**src/ptd_pkg.sv**
```systemverilog
`timescale 1ns / 1ps
package ptd_pkg;

	typedef enum logic [4:0] {
		OP_NONE,
		OP_LOAD,
		OP_CHECK,
		OP_QMAC,
		OP_QSAT,
		OP_SQMAC,
		OP_SQRT_N,
		OP_ST_N,
		OP_WMUL,
		OP_SQRT_Y,
		OP_COR,
		OP_ANGLE,
		OP_LMUL,
		OP_DIV_L,
		OP_ST_L,
		OP_RMUL,
		OP_DIV_R,
		OP_ST_R,
		OP_AMUL,
		OP_DIV_A,
		OP_ST_A,
		OP_EMIT
	} op_t;

	typedef struct packed {
		op_t        op;
		logic [4:0] idx;
	} cmd_t;

	typedef struct packed {
		logic first;
		logic zero_dt;
		logic small_norm;
		logic div_busy;
		logic sqrt_busy;
		logic cor_busy;
	} sts_t;

	localparam logic [1:0] ST_FIRST    = 2'd0;
	localparam logic [1:0] ST_ZERO_DT  = 2'd1;
	localparam logic [1:0] ST_COMPUTED = 2'd2;

	localparam logic [4:0] Q_TERMS = 5'd16;
	localparam logic [4:0] E_LAST  = 5'd2;

	localparam logic signed [33:0] USEC_PER_SEC = 34'sd1000000;
	localparam logic [31:0]        NORM_EPS     = 32'd107374;
	localparam logic signed [35:0] ONE_Q30      = 36'sd1073741824;
	localparam logic signed [34:0] PI_Q30       = 35'sd3373259426;
	localparam logic signed [34:0] HALF_PI_Q30  = 35'sd1686629713;
	localparam logic signed [34:0] TWO_PI_Q30   = 35'sd6746518852;
	localparam logic [4:0]         CORDIC_STEPS = 5'd30;
	localparam logic [63:0]        SQRT_TOP     = 64'h4000_0000_0000_0000;
	localparam logic [63:0]        ONE_SQ_Q60   = 64'h1000_0000_0000_0000;

	// Term of the error quaternion product: {negate, prev index, current index}.
	function automatic logic [4:0] qterm(input logic [3:0] t);
		logic [4:0] r;
		case (t)
			4'd0:    r = {1'b0, 2'd0, 2'd0};
			4'd1:    r = {1'b0, 2'd1, 2'd1};
			4'd2:    r = {1'b0, 2'd2, 2'd2};
			4'd3:    r = {1'b0, 2'd3, 2'd3};
			4'd4:    r = {1'b1, 2'd0, 2'd1};
			4'd5:    r = {1'b0, 2'd1, 2'd0};
			4'd6:    r = {1'b1, 2'd2, 2'd3};
			4'd7:    r = {1'b0, 2'd3, 2'd2};
			4'd8:    r = {1'b1, 2'd0, 2'd2};
			4'd9:    r = {1'b0, 2'd1, 2'd3};
			4'd10:   r = {1'b0, 2'd2, 2'd0};
			4'd11:   r = {1'b1, 2'd3, 2'd1};
			4'd12:   r = {1'b1, 2'd0, 2'd3};
			4'd13:   r = {1'b1, 2'd1, 2'd2};
			4'd14:   r = {1'b0, 2'd2, 2'd1};
			default: r = {1'b0, 2'd3, 2'd0};
		endcase
		return r;
	endfunction

	function automatic logic [31:0] atan_q30(input logic [4:0] i);
		logic [31:0] r;
		case (i)
			5'd0:    r = 32'h3243F6A8;
			5'd1:    r = 32'h1DAC6705;
			5'd2:    r = 32'h0FADBAFC;
			5'd3:    r = 32'h07F56EA6;
			5'd4:    r = 32'h03FEAB76;
			5'd5:    r = 32'h01FFD55B;
			5'd6:    r = 32'h00FFFAAA;
			5'd7:    r = 32'h007FFF55;
			5'd8:    r = 32'h003FFFEA;
			5'd9:    r = 32'h001FFFFD;
			5'd10:   r = 32'h000FFFFF;
			5'd11:   r = 32'h0007FFFF;
			5'd12:   r = 32'h0003FFFF;
			5'd13:   r = 32'h0001FFFF;
			5'd14:   r = 32'h0000FFFF;
			5'd15:   r = 32'h00007FFF;
			5'd16:   r = 32'h00003FFF;
			5'd17:   r = 32'h00001FFF;
			5'd18:   r = 32'h00000FFF;
			5'd19:   r = 32'h000007FF;
			5'd20:   r = 32'h000003FF;
			5'd21:   r = 32'h000001FF;
			5'd22:   r = 32'h000000FF;
			5'd23:   r = 32'h0000007F;
			5'd24:   r = 32'h0000003F;
			5'd25:   r = 32'h0000001F;
			5'd26:   r = 32'h0000000F;
			5'd27:   r = 32'h00000008;
			5'd28:   r = 32'h00000004;
			5'd29:   r = 32'h00000002;
			default: r = 32'h00000000;
		endcase
		return r;
	endfunction

endpackage

```
**src/ptd_ctrl.sv**
```systemverilog
`timescale 1ns / 1ps
module ptd_ctrl (
	input  logic          clk,
	input  logic          arst_n,
	input  logic          s_tvalid,
	output logic          s_tready,
	output logic          m_tvalid,
	input  logic          m_tready,
	input  ptd_pkg::sts_t sts,
	output ptd_pkg::cmd_t cmd
);
	import ptd_pkg::*;

	typedef enum logic [4:0] {
		S_IDLE, S_CHECK, S_LMUL, S_LDIV, S_LWAIT, S_LST, S_QMAC, S_QSAT, S_SQMAC,
		S_NGO, S_NWAIT, S_NST, S_NCHK, S_WMUL, S_YGO, S_YWAIT, S_COR, S_CWAIT,
		S_ANGLE, S_RMUL, S_RDIV, S_RWAIT, S_RST, S_AMUL, S_ADIV, S_AWAIT, S_AST,
		S_FINISH
	} state_t;

	state_t     state_q;
	logic [4:0] idx_q;
	logic       out_valid_q;
	logic       slot_free;

	assign slot_free = !out_valid_q || m_tready;
	assign s_tready  = state_q == S_IDLE;
	assign m_tvalid  = out_valid_q;

	always_comb begin
		cmd.idx = idx_q;
		case (state_q)
			S_IDLE:   cmd.op = s_tvalid ? OP_LOAD : OP_NONE;
			S_CHECK:  cmd.op = OP_CHECK;
			S_LMUL:   cmd.op = OP_LMUL;
			S_LDIV:   cmd.op = OP_DIV_L;
			S_LST:    cmd.op = OP_ST_L;
			S_QMAC:   cmd.op = OP_QMAC;
			S_QSAT:   cmd.op = OP_QSAT;
			S_SQMAC:  cmd.op = OP_SQMAC;
			S_NGO:    cmd.op = OP_SQRT_N;
			S_NST:    cmd.op = OP_ST_N;
			S_WMUL:   cmd.op = OP_WMUL;
			S_YGO:    cmd.op = OP_SQRT_Y;
			S_COR:    cmd.op = OP_COR;
			S_ANGLE:  cmd.op = OP_ANGLE;
			S_RMUL:   cmd.op = OP_RMUL;
			S_RDIV:   cmd.op = OP_DIV_R;
			S_RST:    cmd.op = OP_ST_R;
			S_AMUL:   cmd.op = OP_AMUL;
			S_ADIV:   cmd.op = OP_DIV_A;
			S_AST:    cmd.op = OP_ST_A;
			S_FINISH: cmd.op = slot_free ? OP_EMIT : OP_NONE;
			default:  cmd.op = OP_NONE;
		endcase
	end

	always_ff @(posedge clk or negedge arst_n) begin
		if (!arst_n) begin
			state_q     <= S_IDLE;
			idx_q       <= '0;
			out_valid_q <= 1'b0;
		end else begin
			if (state_q == S_FINISH && slot_free)
				out_valid_q <= 1'b1;
			else if (out_valid_q && m_tready)
				out_valid_q <= 1'b0;
			case (state_q)
				S_IDLE: if (s_tvalid) state_q <= S_CHECK;
				S_CHECK: begin
					idx_q   <= '0;
					state_q <= (sts.first || sts.zero_dt) ? S_FINISH : S_LMUL;
				end
				S_LMUL:  state_q <= S_LDIV;
				S_LDIV:  state_q <= S_LWAIT;
				S_LWAIT: if (!sts.div_busy) state_q <= S_LST;
				S_LST: begin
					if (idx_q == E_LAST) begin
						idx_q   <= '0;
						state_q <= S_QMAC;
					end else begin
						idx_q   <= idx_q + 5'd1;
						state_q <= S_LMUL;
					end
				end
				S_QMAC: begin
					if (idx_q == Q_TERMS) begin
						idx_q   <= '0;
						state_q <= S_QSAT;
					end else begin
						idx_q <= idx_q + 5'd1;
					end
				end
				S_QSAT: state_q <= S_SQMAC;
				S_SQMAC: begin
					if (idx_q == E_LAST + 5'd1) begin
						idx_q   <= '0;
						state_q <= S_NGO;
					end else begin
						idx_q <= idx_q + 5'd1;
					end
				end
				S_NGO:   state_q <= S_NWAIT;
				S_NWAIT: if (!sts.sqrt_busy) state_q <= S_NST;
				S_NST:   state_q <= S_NCHK;
				S_NCHK:  state_q <= sts.small_norm ? S_FINISH : S_WMUL;
				S_WMUL:  state_q <= S_YGO;
				S_YGO:   state_q <= S_YWAIT;
				S_YWAIT: if (!sts.sqrt_busy) state_q <= S_COR;
				S_COR:   state_q <= S_CWAIT;
				S_CWAIT: if (!sts.cor_busy) state_q <= S_ANGLE;
				S_ANGLE: state_q <= S_RMUL;
				S_RMUL:  state_q <= S_RDIV;
				S_RDIV:  state_q <= S_RWAIT;
				S_RWAIT: if (!sts.div_busy) state_q <= S_RST;
				S_RST:   state_q <= S_AMUL;
				S_AMUL:  state_q <= S_ADIV;
				S_ADIV:  state_q <= S_AWAIT;
				S_AWAIT: if (!sts.div_busy) state_q <= S_AST;
				S_AST: begin
					if (idx_q == E_LAST) begin
						idx_q   <= '0;
						state_q <= S_FINISH;
					end else begin
						idx_q   <= idx_q + 5'd1;
						state_q <= S_RMUL;
					end
				end
				S_FINISH: begin
					if (slot_free)
						state_q <= S_IDLE;
				end
				default: state_q <= S_IDLE;
			endcase
		end
	end

	// A new word is never written over one that is still waiting.
	a_emit_free: assert property (@(posedge clk) disable iff (!arst_n)
		(cmd.op == OP_EMIT) |-> (!out_valid_q || m_tready))
		else $error("result written while output word still pending");

	// The first pose and a repeated stamp skip all arithmetic.
	a_short_path: assert property (@(posedge clk) disable iff (!arst_n)
		(state_q == S_CHECK && (sts.first || sts.zero_dt)) |=> (state_q == S_FINISH))
		else $error("short path did not go straight to output");

	// The shared divider is only started when idle.
	a_div_idle: assert property (@(posedge clk) disable iff (!arst_n)
		(cmd.op == OP_DIV_L || cmd.op == OP_DIV_R || cmd.op == OP_DIV_A) |-> !sts.div_busy)
		else $error("divider restarted while busy");

endmodule

```
**config.mk**
```make
export PLATFORM = sky130hd
export DESIGN_NAME = ptd_ctrl
export DESIGN_NICKNAME = d
export VERILOG_FILES = /design/src/ptd_pkg.sv /design/src/ptd_ctrl.sv
export SDC_FILE = /design/constraint.sdc
export NUM_CORES = 1
export LEC_CHECK = 0
export BUFFER_PORTS_ARGS = -buffer_cell sky130_fd_sc_hd__buf_2
export CAP_MARGIN = 40
export CORE_UTILIZATION = 55
export DETAILED_ROUTE_END_ITERATION = 6
export HOLD_SLACK_MARGIN = 0.15
export PLACE_DENSITY_LB_ADDON = 0.05
export SLEW_MARGIN = 20
export SYNTH_ARGS = -nofsm -noshare
export SYNTH_HDL_FRONTEND = slang
export SYNTH_SLANG_ARGS = --single-unit
```
**constraint.sdc**
```tcl
create_clock -name clk -period 5.44 [get_ports clk]
set_clock_uncertainty 0.1 [all_clocks]
set_input_delay 0.816 -clock clk [delete_from_list [all_inputs] [get_ports clk]]
set_output_delay 0.816 -clock clk [all_outputs]
set_load 0.05 [all_outputs]
```
==> impl_metrics.ini <==
[timing]
fin_tns_setup_ns = 0
min_period_ns = 3.17
slew_violations = 0
rsz0062_at_grt = no
tightest_slew_ns = 0.872
finalSetupViolations = 0
relSlewSlack_pct = 41.9
max_freq_ghz = 0.315
fin_crit_sh_pct = 58.3
timing.hold.ws_ns = 0.306
hold_viol_final = 0

[synth]
syn_area_um2 = 1220
synth_cells = 155
seq_area_frac_synth_pct = 22.6
ys_ff_latch = 11
ys.flop_type = dfrtp_1
synth-async-reset-ratio_pct = 100
synth.net_count = 168
yosys_warnings = 0
synth_edf_count = 0
synthDistinctLibCells = 56
syn_area_per_cell_um2 = 7.85

[grt]
grt_max_degree = 34
antenna_found_initial = 0
grt_pass1_wl_um = 4950
track_usage_pct = 26.4
overflow = 0
grt_pass1_vias = 1092

[place]
post_dp_cell_area_um2 = 1280
place_inst = 188
place.port_buffers = 21
gp_congestion = 0.885
dp_hpwl_um = 2050

[finish]
nFillCells = 174
final_cells = 193
diodes = 0
area_growth_pct = 8.94
final_layout_size_suffix_gt1_share_pct = 20.5
fin_area_um2 = 1330
fin_nets = 180

[clocking]
holdBufCountCts = 0
cts_made_buffers = 3
clock-sinks = 11
cts.clk_slew.worst_paths_ns = 0.07
cts_resized = 0
cts_max_level = 1
ctsLongestPathBuffers = 2
cts_tree = built
post-cts-setup-buffers = 0
root_buffer = clkbuf_4
clock_latency_ns = 0.27

[drt]
ant_nets = 0
drt_iter0_drc = 50
routedWlPerCell_um = 15.8
routed_wl_um = 3040
drcViolationCount = 0
vias = 1264
via_per_inst = 6.55
dr.pass1.iters = 4

[power]
p_per_area_nw_per_um2 = 543
vdd_drop_max_uv = 337
power.total_mw = 0.720
total_leakage_power_nw = 0.581

[worst_setup_path]
crit_path_cell_trace = nor2b_1 > nand3_1 > a21boi_1 > o21ai_1 > buf_2
critPathKind = reg2out
cp-end-kind = output port
crit_slowest_cell = dfrtp_1
max_stage_delay_ns = 0.83
cp_max_fo = 23
required_ns = 4.52
crit_buf_inv = 1
critPathTopFamily = flip-flops
start_kind = flip-flop
arrival_ns = 2.26

[die]
boundaryPins = 22
start_util_pct = 60.2
fp-row-count = 16
core-area_um2 = 2020
dieHeight_um = 49.0
die_w_um = 49.0
dieArea_um2 = 2410

[hold_path]
hold_path.class = in2async

[flow_run]
cap_viol_max_count = 0

[run_status]
outcome = complete, no violations
final timing paths:
check / startpoint / to / slack (ns) / cells past startpoint
worst max-delay path: state_q[3] / cmd[8] / 2.27 / 5
worst min-delay path: arst_n / idx_q[4] / 0.31 / 1
worst max register to register: state_q[2] / state_q[2] / 2.86 / 5
worst min register to register: m_tvalid / m_tvalid / 0.48 / 2
max in group asynchronous: arst_n / state_q[1] / 4.73 / 1
min in group clk: m_tvalid / m_tvalid / 0.48 / 2
synthesized netlist by cell type (2+ instances only):
| cell | number | area [um^2] |
|---|---|---|
| xor2_1 | 3 | 26.3 |
| nand3_1 | 9 | 45.0 |
| nor2_1 | 5 | 18.8 |
| dfrtp_1 | 11 | 275 |
| a22oi_1 | 3 | 22.5 |
| o21ai_1 | 10 | 50.1 |
| inv_1 | 4 | 15.0 |
| nor2b_1 | 6 | 37.5 |
| xnor2_1 | 2 | 17.5 |
| nand2_1 | 11 | 41.3 |
| a21oi_1 | 5 | 25.0 |
| o22ai_1 | 2 | 12.5 |
| o32a_1 | 4 | 40.0 |
| and3_1 | 2 | 12.5 |
| ha_1 | 3 | 37.5 |
| o21ai_0 | 9 | 45.0 |
| nor3b_1 | 3 | 22.5 |
| or4b_1 | 2 | 20.0 |
| buf_1 | 2 | 7.51 |
| nor3_1 | 5 | 25.0 |
| nand3_2 | 2 | 20.0 |
| nand2b_1 | 5 | 31.3 |
| buf_2 | 7 | 35.0 |
| a22o_1 | 4 | 35.0 |
| clkbuf_1 | 5 | 18.8 |
placed cells by master, fill, tap and decap left out, drive strengths merged, types with 2 or more instances in the layout:
cell     n
a21boi   2
a21oi    5
a22o     4
a22oi    3
and3     2
buf     22
clkbuf   3
dfrtp   11
ha       3
inv      4
mux2     2
nand2   11
nand2b   5
nand3   11
nor2     5
nor2b    6
nor3     5
nor3b    3
o211ai   2
o21ai   19
o22ai    2
o32a     4
or3b     2
or4b     2
xnor2    2
xor2     3
worst register-to-register path, cell delays in order, from the launching register on:
cell and delay, ns:
dfrtp_1 0.88, or3b_4 0.50, a311o_1 0.38, and2_4 0.19, nand3_2 0.11, mux2_4 0.31
flip-flops by register name (all words and copies together) (netlist names):
name / count
state_q: 5
m_tvalid: 1
idx_q: 5
cells by family (layout without fill, tap and decap cells):
| logic type | after synthesis | in the layout | share of synthesized area, % |
|---|---|---|---|
| simple gates | 60 | 60 | 29.2 |
| fa+ha+maj | 3 | 3 | 3.08 |
| flops | 11 | 11 | 22.6 |
| compound gates | 55 | 55 | 32.2 |
| xor+xnor | 5 | 5 | 3.60 |
| buf+inv | 19 | 30 | 7.19 |
| mux | 2 | 2 | 2.16 |
metrics by stage:
stage	setup WS, ns	util, %
3_3_place_gp	2.53	63.5
3_5_place_dp	2.49	63.5
5_1_grt	2.14	65.6
6_report	2.27	65.6
4_1_cts	2.29	64.9
2_1_floorplan	2.34	-
area by class of cell:
type	count	area (um^2)	area share, %
inverter	4	15.0	1.13
timing repair buffer	22	120	9.06
clock inverter	1	5.00	0.377
multi-input combinational	125	855	64.4
sequential	11	275	20.8
clock buffer	3	22.5	1.70
tap	27	33.8	2.55
routing by layer:
layer | share of wire [%] | vias up | global-route usage [%]
li1 | - | 607 | -
met1 | 44 | 594 | 36.3
met2 | 47 | 61 | 42.6
met3 | 8.1 | 2 | 7.17
met4 | 0.13 | 0 | 2.45
met5 | 0 | - | 0
report_power, final:
group / switching, mW / internal [mW] / leakage [nW]
combinational: 0.299 / 0.179 / 0.421
clock: 0.0279 / 0.0272 / 0.0177
sequential: 0.0842 / 0.102 / 0.142
total: 0.411 / 0.308 / 0.581
Power figures use the tool's default switching activity.
